==> src/swtt_pkg.sv <==
// shared types and constants for the sleep wakeup timer table
`default_nettype none

package swtt_pkg;

   localparam int TABLE_DEPTH = 16;
   localparam int MAX_OUT     = 16;

   localparam int IDX_W  = (TABLE_DEPTH > 1) ? $clog2(TABLE_DEPTH) : 1;
   localparam int CNT_W  = $clog2(TABLE_DEPTH + 1);
   localparam int OIDX_W = (MAX_OUT > 1) ? $clog2(MAX_OUT) : 1;
   localparam int OUT_W  = $clog2(MAX_OUT + 1);

   localparam int ID_W   = 8;
   localparam int TICK_W = 63;
   localparam int KIND_W = 3;

   localparam int CSR_DATA_W = 32;
   localparam int CSR_ADDR_W = 3;

   localparam logic [TICK_W-1:0] TICK_MAX = {TICK_W{1'b1}};

   localparam logic MODE_SLEEP = 1'b0;
   localparam logic MODE_TICK  = 1'b1;

   localparam logic [KIND_W-1:0] KIND_QUEUED  = 3'd0;
   localparam logic [KIND_W-1:0] KIND_WOKEN   = 3'd1;
   localparam logic [KIND_W-1:0] KIND_NONE    = 3'd2;
   localparam logic [KIND_W-1:0] KIND_FULL    = 3'd3;
   localparam logic [KIND_W-1:0] KIND_IDLE    = 3'd4;

   localparam logic [CSR_ADDR_W-1:0] CSR_IDLE_ID = 3'd0;

   typedef struct packed {
      logic              mode;
      logic [ID_W-1:0]   thread_id;
      logic [TICK_W-1:0] tick_value;
   } req_type;

   typedef struct packed {
      logic [KIND_W-1:0] kind;
      logic [ID_W-1:0]   woken_id;
      logic [TICK_W-1:0] next_wake;
      logic              last;
   } rsp_type;

   typedef struct packed {
      logic [ID_W-1:0]   id;
      logic [TICK_W-1:0] wake;
   } slot_type;

   localparam int SLOT_W = $bits(slot_type);

endpackage

`default_nettype wire

==> src/sleep_wakeup_timer_table.sv <==
// sleep wakeup timer table: sleeping thread slots held in ram, scanned on each tick
//
//   channel   ports                          handshake
//   request   start, busy, req_data          word taken when start and not busy
//   response  rsp_valid, rsp_data            one word per cycle, strobe only
//   csr       psel, penable, pwrite, paddr   apb write, pready tied high
//
// a sleep word leaves the block idle; its response is registered and follows on the next cycle
// a tick word scans the slot ram (one slot per cycle, set by the single read port),
// then sends its responses: one per woken thread, or a single none word if none woke
// reset clears the slot count and idle_id and sets the earliest wake to TICK_MAX; slot ram needs no clearing
// responses cannot be held off
`default_nettype none

module sleep_wakeup_timer_table (
   input  wire logic                                clock,
   input  wire logic                                reset,
   input  wire logic                                start,
   output logic                                     busy,
   input  wire swtt_pkg::req_type                   req_data,
   output logic                                     rsp_valid,
   output swtt_pkg::rsp_type                        rsp_data,
   input  wire logic                                psel,
   input  wire logic                                penable,
   input  wire logic                                pwrite,
   input  wire logic [swtt_pkg::CSR_ADDR_W-1:0]     paddr,
   input  wire logic [swtt_pkg::CSR_DATA_W-1:0]     pwdata,
   output logic      [swtt_pkg::CSR_DATA_W-1:0]     prdata,
   output logic                                     pready
);

   import swtt_pkg::*;

   typedef enum logic [1:0] {
      ST_IDLE,
      ST_SCAN,
      ST_EMIT
   } state_type;

   state_type         state_ff, state_in;
   logic [CNT_W-1:0]  used_ff, used_in;
   logic [TICK_W-1:0] earliest_ff, earliest_in;
   logic [ID_W-1:0]   idle_id_ff, idle_id_in;
   logic [TICK_W-1:0] now_ff, now_in;
   logic [CNT_W-1:0]  rd_ff, rd_in;
   logic              pend_ff, pend_in;
   logic [CNT_W-1:0]  wr_ff, wr_in;
   logic [TICK_W-1:0] min_ff, min_in;
   logic [OUT_W-1:0]  n_ff, n_in;
   logic [OUT_W-1:0]  k_ff, k_in;
   logic              rsp_valid_ff, rsp_valid_in;
   rsp_type           rsp_ff, rsp_in;
   logic [ID_W-1:0]   woke_ff [MAX_OUT];

   logic              woke_we;
   logic              mem_we;
   logic [IDX_W-1:0]  mem_waddr;
   slot_type          mem_wdata;
   logic              mem_re;
   slot_type          mem_rdata;
   logic [SLOT_W-1:0] mem_rbits;
   logic              accept;
   logic              csr_write;
   logic              last_word;

   swtt_ram #(
      .WIDTH (SLOT_W),
      .DEPTH (TABLE_DEPTH)
   ) u_slots (
      .clock   (clock),
      .wr_en   (mem_we),
      .wr_addr (mem_waddr),
      .wr_data (mem_wdata),
      .rd_en   (mem_re),
      .rd_addr (rd_ff[IDX_W-1:0]),
      .rd_data (mem_rbits)
   );

   assign mem_rdata = slot_type'(mem_rbits);
   assign accept    = start && (state_ff == ST_IDLE);
   assign csr_write = psel && penable && pwrite;
   assign last_word = ((k_ff + OUT_W'(1)) == n_ff);

   always_comb begin
      state_in     = state_ff;
      used_in      = used_ff;
      earliest_in  = earliest_ff;
      idle_id_in   = idle_id_ff;
      now_in       = now_ff;
      rd_in        = rd_ff;
      pend_in      = pend_ff;
      wr_in        = wr_ff;
      min_in       = min_ff;
      n_in         = n_ff;
      k_in         = k_ff;
      rsp_valid_in = 1'b0;
      rsp_in       = rsp_ff;
      woke_we      = 1'b0;
      mem_we       = 1'b0;
      mem_waddr    = used_ff[IDX_W-1:0];
      mem_wdata    = '{id: req_data.thread_id, wake: req_data.tick_value};
      mem_re       = 1'b0;

      if (csr_write && (paddr[2] == CSR_IDLE_ID[2])) begin
         idle_id_in = pwdata[ID_W-1:0];
      end

      case (state_ff)
         ST_IDLE: begin
            if (accept) begin
               if (req_data.mode == MODE_SLEEP) begin
                  rsp_valid_in = 1'b1;
                  rsp_in       = '{kind: KIND_QUEUED, woken_id: '0,
                                   next_wake: earliest_ff, last: 1'b1};
                  if (req_data.thread_id == idle_id_ff) begin
                     rsp_in.kind = KIND_IDLE;
                  end else if (used_ff >= CNT_W'(TABLE_DEPTH)) begin
                     rsp_in.kind = KIND_FULL;
                  end else begin
                     mem_we  = 1'b1;
                     used_in = used_ff + CNT_W'(1);
                     if (req_data.tick_value < earliest_ff) begin
                        earliest_in       = req_data.tick_value;
                        rsp_in.next_wake  = req_data.tick_value;
                     end
                  end
               end else begin
                  now_in   = req_data.tick_value;
                  rd_in    = '0;
                  pend_in  = 1'b0;
                  wr_in    = '0;
                  min_in   = TICK_MAX;
                  n_in     = '0;
                  state_in = ST_SCAN;
               end
            end
         end
         ST_SCAN: begin
            if (rd_ff < used_ff) begin
               mem_re  = 1'b1;
               rd_in   = rd_ff + CNT_W'(1);
               pend_in = 1'b1;
            end else begin
               pend_in = 1'b0;
            end
            if (pend_ff) begin
               if ((now_ff >= mem_rdata.wake) && (n_ff < OUT_W'(MAX_OUT))) begin
                  woke_we = 1'b1;
                  n_in    = n_ff + OUT_W'(1);
               end else begin
                  mem_we    = 1'b1;
                  mem_waddr = wr_ff[IDX_W-1:0];
                  mem_wdata = mem_rdata;
                  wr_in     = wr_ff + CNT_W'(1);
                  if (mem_rdata.wake < min_ff) begin
                     min_in = mem_rdata.wake;
                  end
               end
            end else if (rd_ff >= used_ff) begin
               used_in     = wr_ff;
               earliest_in = min_ff;
               k_in        = '0;
               state_in    = ST_EMIT;
            end
         end
         ST_EMIT: begin
            rsp_valid_in = 1'b1;
            if (n_ff == '0) begin
               rsp_in   = '{kind: KIND_NONE, woken_id: '0,
                            next_wake: earliest_ff, last: 1'b1};
               state_in = ST_IDLE;
            end else begin
               rsp_in = '{kind: KIND_WOKEN, woken_id: woke_ff[k_ff[OIDX_W-1:0]],
                          next_wake: earliest_ff, last: last_word};
               k_in   = k_ff + OUT_W'(1);
               if (last_word) begin
                  state_in = ST_IDLE;
               end
            end
         end
         default: begin
            state_in = ST_IDLE;
         end
      endcase
   end

   always_ff @(posedge clock) begin
      if (reset) begin
         state_ff     <= ST_IDLE;
         used_ff      <= '0;
         earliest_ff  <= TICK_MAX;
         idle_id_ff   <= '0;
         rd_ff        <= '0;
         pend_ff      <= 1'b0;
         wr_ff        <= '0;
         n_ff         <= '0;
         k_ff         <= '0;
         rsp_valid_ff <= 1'b0;
      end else begin
         state_ff     <= state_in;
         used_ff      <= used_in;
         earliest_ff  <= earliest_in;
         idle_id_ff   <= idle_id_in;
         rd_ff        <= rd_in;
         pend_ff      <= pend_in;
         wr_ff        <= wr_in;
         n_ff         <= n_in;
         k_ff         <= k_in;
         rsp_valid_ff <= rsp_valid_in;
      end
      now_ff <= now_in;
      min_ff <= min_in;
      rsp_ff <= rsp_in;
      if (woke_we) begin
         woke_ff[n_ff[OIDX_W-1:0]] <= mem_rdata.id;
      end
   end

   assign busy      = (state_ff != ST_IDLE);
   assign rsp_valid = rsp_valid_ff;
   assign rsp_data  = rsp_ff;
   assign pready    = 1'b1;
   assign prdata    = (paddr[2] == CSR_IDLE_ID[2]) ?
                      {{(CSR_DATA_W-ID_W){1'b0}}, idle_id_ff} : '0;

endmodule

`default_nettype wire

==> src/swtt_ram.sv <==
// generic simple dual-port ram with registered read
`default_nettype none

module swtt_ram #(
   parameter int WIDTH = 8,
   parameter int DEPTH = 16,
   localparam int ADDR_W = (DEPTH > 1) ? $clog2(DEPTH) : 1
) (
   input  wire logic              clock,
   input  wire logic              wr_en,
   input  wire logic [ADDR_W-1:0] wr_addr,
   input  wire logic [WIDTH-1:0]  wr_data,
   input  wire logic              rd_en,
   input  wire logic [ADDR_W-1:0] rd_addr,
   output logic      [WIDTH-1:0]  rd_data
);

   logic [WIDTH-1:0] mem_ff [DEPTH];
   logic [WIDTH-1:0] rd_data_ff;

   always_ff @(posedge clock) begin
      if (wr_en) begin
         mem_ff[wr_addr] <= wr_data;
      end
      if (rd_en) begin
         rd_data_ff <= mem_ff[rd_addr];
      end
   end

   assign rd_data = rd_data_ff;

endmodule

`default_nettype wire

==> config.mk <==
export PLATFORM = sky130hd
export DESIGN_NAME = sleep_wakeup_timer_table
export DESIGN_NICKNAME = d
export VERILOG_FILES = /design/src/swtt_pkg.sv /design/src/sleep_wakeup_timer_table.sv /design/src/swtt_ram.sv
export SDC_FILE = /design/constraint.sdc
export NUM_CORES = 2
export LEC_CHECK = 0
export BUFFER_PORTS_ARGS = -buffer_cell sky130_fd_sc_hd__buf_2
export CAP_MARGIN = 20
export CORE_UTILIZATION = 55
export CTS_CLUSTER_SIZE = 24
export DETAILED_ROUTE_END_ITERATION = 10
export PLACE_DENSITY = 0.72
export REMOVE_ABC_BUFFERS = 1
export SETUP_SLACK_MARGIN = 0.05
export SLEW_MARGIN = 20
export SYNTH_ARGS = -nofsm -noshare
export SYNTH_HDL_FRONTEND = slang
export SYNTH_HIERARCHICAL = 1
export SYNTH_SLANG_ARGS = --single-unit
==> constraint.sdc <==
create_clock -name clock -period 18.6 [get_ports clock]
set_clock_uncertainty 0.1 [all_clocks]
set_input_delay 3.72 -clock clock [delete_from_list [all_inputs] [get_ports clock]]
set_output_delay 3.72 -clock clock [all_outputs]
set_load 0.01 [all_outputs]
==> results.sh <==
export IMPL_status="completed"
export IMPL_leakagePower_nw=25.76
export IMPL_clock_latency_ns=0.81
export IMPL_slew_headroom=0.2242
export IMPL_gp_congestion=0.8641
export IMPL_grt_pass1_wl_um=249100
export IMPL_rsz0062_at_grt="no"
export IMPL_seq_area_frac_synth=0.7101
export IMPL_ant_nets=0
export IMPL_postCtsSetupRepairBufs=0
export IMPL_critPathTopFamily="buffers and inverters"
export IMPL_final_util=0.6210
export IMPL_io_buffers=171
export IMPL_setup_viol=0
export IMPL_dieHeight_um=353.3
export IMPL_die_w_um=353.3
export IMPL_grt_max_degree=89
export IMPL_pwr_density_cell_nw_per_um2=105.4
export IMPL_min_path_type="flip-flop to flip-flop"
export IMPL_regArea_sq_um=48220
export IMPL_cts_path_max_buffers=3
export IMPL_cp_max_fo=10
export IMPL_fin_crit_ns=7.969
export IMPL_die_area_sq_um=124800
export IMPL_dpl_hpwl_um=95680
export IMPL_multi_input_area_sq_um=17980
export IMPL_clock_sinks=1640
export IMPL_drtPass1Iterations=5
export IMPL_synth_cells=3895
export IMPL_rows=128
export IMPL_grt_total_usage=0.2728
export IMPL_min_period_over_period=0.4284
export IMPL_path_clk_slew_ns=0.06
export IMPL_synth_seq_cells=1640
export IMPL_core_area_sq_um=122000
export IMPL_crit_required_ns=14.78
export IMPL_synthFlopType="edfxtp_1"
export IMPL_holdWs_ns=0.3744
export IMPL_ios=223
export IMPL_cts_tree="yes"
export IMPL_tns_ns=0
export IMPL_cpMostUsedCell="buf_2"
export IMPL_layout_nets=4404
export IMPL_drc=0
export IMPL_drt_iter0_drc=4491
export IMPL_initial_core_util=0.5563
export IMPL_synth_edf_count=1536
export IMPL_ir_worst_vdd_mv=0.1099
export IMPL_hold_viol_final=0
export IMPL_critical_path_slowest_cell="buf_2"
export IMPL_placed_cells=5546
export IMPL_wl_per_cell_um=28.93
export IMPL_yosysWarnings=6
export IMPL_viasPerCell=6.471
export IMPL_tightest_slew_ns=1.164
export IMPL_slew_viol_final=0
export IMPL_antenna_found_initial=12
export IMPL_max_cap_violations=0
export IMPL_worst_setup_path_type="input port to output pin"
export IMPL_end_kind="output pin"
export IMPL_avgSynthCellArea_sq_um=17.43
export IMPL_cts_resized=0
export IMPL_wl_um=169400
export IMPL_synthArstFlopShare=0
export IMPL_grt_pass1_vias=37150
export IMPL_cts_hold_repair_buffers=0
export IMPL_h_tree_depth=4
export IMPL_critPathMaxStageDelay_ns=0.15
export IMPL_totalPowerFinal_mw=7.989
export IMPL_cts_buffers=163
export IMPL_via_count=37890
export IMPL_crit_buf_inv=2
export IMPL_syn_to_final_growth_pct=11.64
export IMPL_globalRouteOverflowTotal=0
export IMPL_fmax_mhz=125.5
export IMPL_start_kind="input port"
export IMPL_synth_distinct_cells=64
export IMPL_cp_arrival_ns=4.15
export IMPL_layout_drive_gt1_share=0.2145
export IMPL_layoutNonFillerInstCount=5855
export IMPL_root_buffer="clkbuf_16"
export IMPL_path_cells="buf_2 -> nor2b_1 -> buf_2"
export IMPL_synth_area_sq_um=67890
export IMPL_fillers=8503
## tightest hold or removal path, cell delays in order, from the launching register on
cell and delay, ns:
dfxtp_1 0.32, nand2_1 0.06, a21oi_1 0.05
## registers in the layout, summed over array words and instances (netlist names), named ones only
register         count
rsp_valid            1
pend_ff              1
rsp_data            75
min_ff              63
idle_id_ff           8
n_ff                 5
u_slots/mem_ff    1136
used_ff              5
woke_ff            128
now_ff              63
k_ff                 5
state_ff             2
earliest_ff         63
wr_ff                5
rd_ff                5
u_slots/rd_data     71
## per-layer routing
layer | track usage | share of wire
met1 | 0.3753 | 0.39
met5 | 0 | 0.00086
met4 | 0.1032 | 0.035
met3 | 0.05034 | 0.090
met2 | 0.4373 | 0.48
## worst paths after layout
check                                    startpoint               endpoint  slack [ns]  depth (start not counted)
worst max-delay path                       paddr[2]              prdata[4]       10.63                          3
worst min-delay path                        k_ff[4]                k_ff[4]        0.37                          2
worst max register to register  u_slots/rd_data[20]  u_slots/mem_ff[7][12]       11.43                         15
worst min register to register              k_ff[4]                k_ff[4]        0.37                          2
## logic make-up after synthesis
group	after synthesis	synth area share
mux	403	0.1205
xor+xnor	20	0.002580
fa+ha+maj	201	0.03705
other cells	2	0.0001106
buf+inv	448	0.02919
simple gates	632	0.04515
flops	1640	0.7101
compound gates	549	0.05529
## metrics by stage
stage / cell area (sq um) / setup slack (ns)
global route: 75790 / 10.59
global placement: 70420 / 10.56
CTS: 75710 / 10.62
finish: 75790 / 10.63
detailed placement: 70420 / 10.48
floorplan: 66770 / 1.364
## power breakdown
group / total [mW] / internal (mW) / switching [mW]
sequential: 4.17 / 4.13 / 0.0388
combinational: 0.579 / 0.210 / 0.369
clock: 3.24 / 1.85 / 1.40
total: 7.99 / 6.18 / 1.81
## layout by cell type, fill, tap and decap left out, types with 60 or more instances in the layout
cell type  Yosys  final
a21oi_1       90     90
o21ai_0      102    102
edfxtp_1    1536   1536
buf_4         38     75
nor3_1        86     81
nand3_1       85     85
inv_1        206    204
a22oi_1      144    144
clkbuf_16      0    165
ha_1         201    201
nand2_1      212    212
mux4_2       324    324
a211oi_1      73     73
o311ai_0      60     60
nand4_1       98     98
buf_2         18    170
dfxtp_1      104    100
## synth_stat cells (60+ instances only)
cell type / n / share of area
edfxtp_1: 1536 / 0.68
mux4_2: 324 / 0.11
nand2_1: 212 / 0.012
inv_1: 206 / 0.011
ha_1: 201 / 0.037
a22oi_1: 144 / 0.016
clkbuf_1: 129 / 0.0071
dfxtp_1: 104 / 0.031
o21ai_0: 102 / 0.0075
nand4_1: 98 / 0.0090
a21oi_1: 90 / 0.0066
nor3_1: 86 / 0.0063
nand3_1: 85 / 0.0063
a211oi_1: 73 / 0.0081
nor2_1: 70 / 0.0039
o311ai_0: 60 / 0.0077
## layout make-up
cell class                      count  share of cell area
Timing Repair Buffer              249             0.01965
Inverter                          206             0.01025
Multi-Input combinational cell   1830              0.2372
Antenna cell                        2          0.00006603
Sequential cell                  1640              0.6362
Clock inverter                     84             0.01170
Clock buffer                      219             0.05808
Tap cell                         1625             0.02683
(Power assumes the default switching activity.)
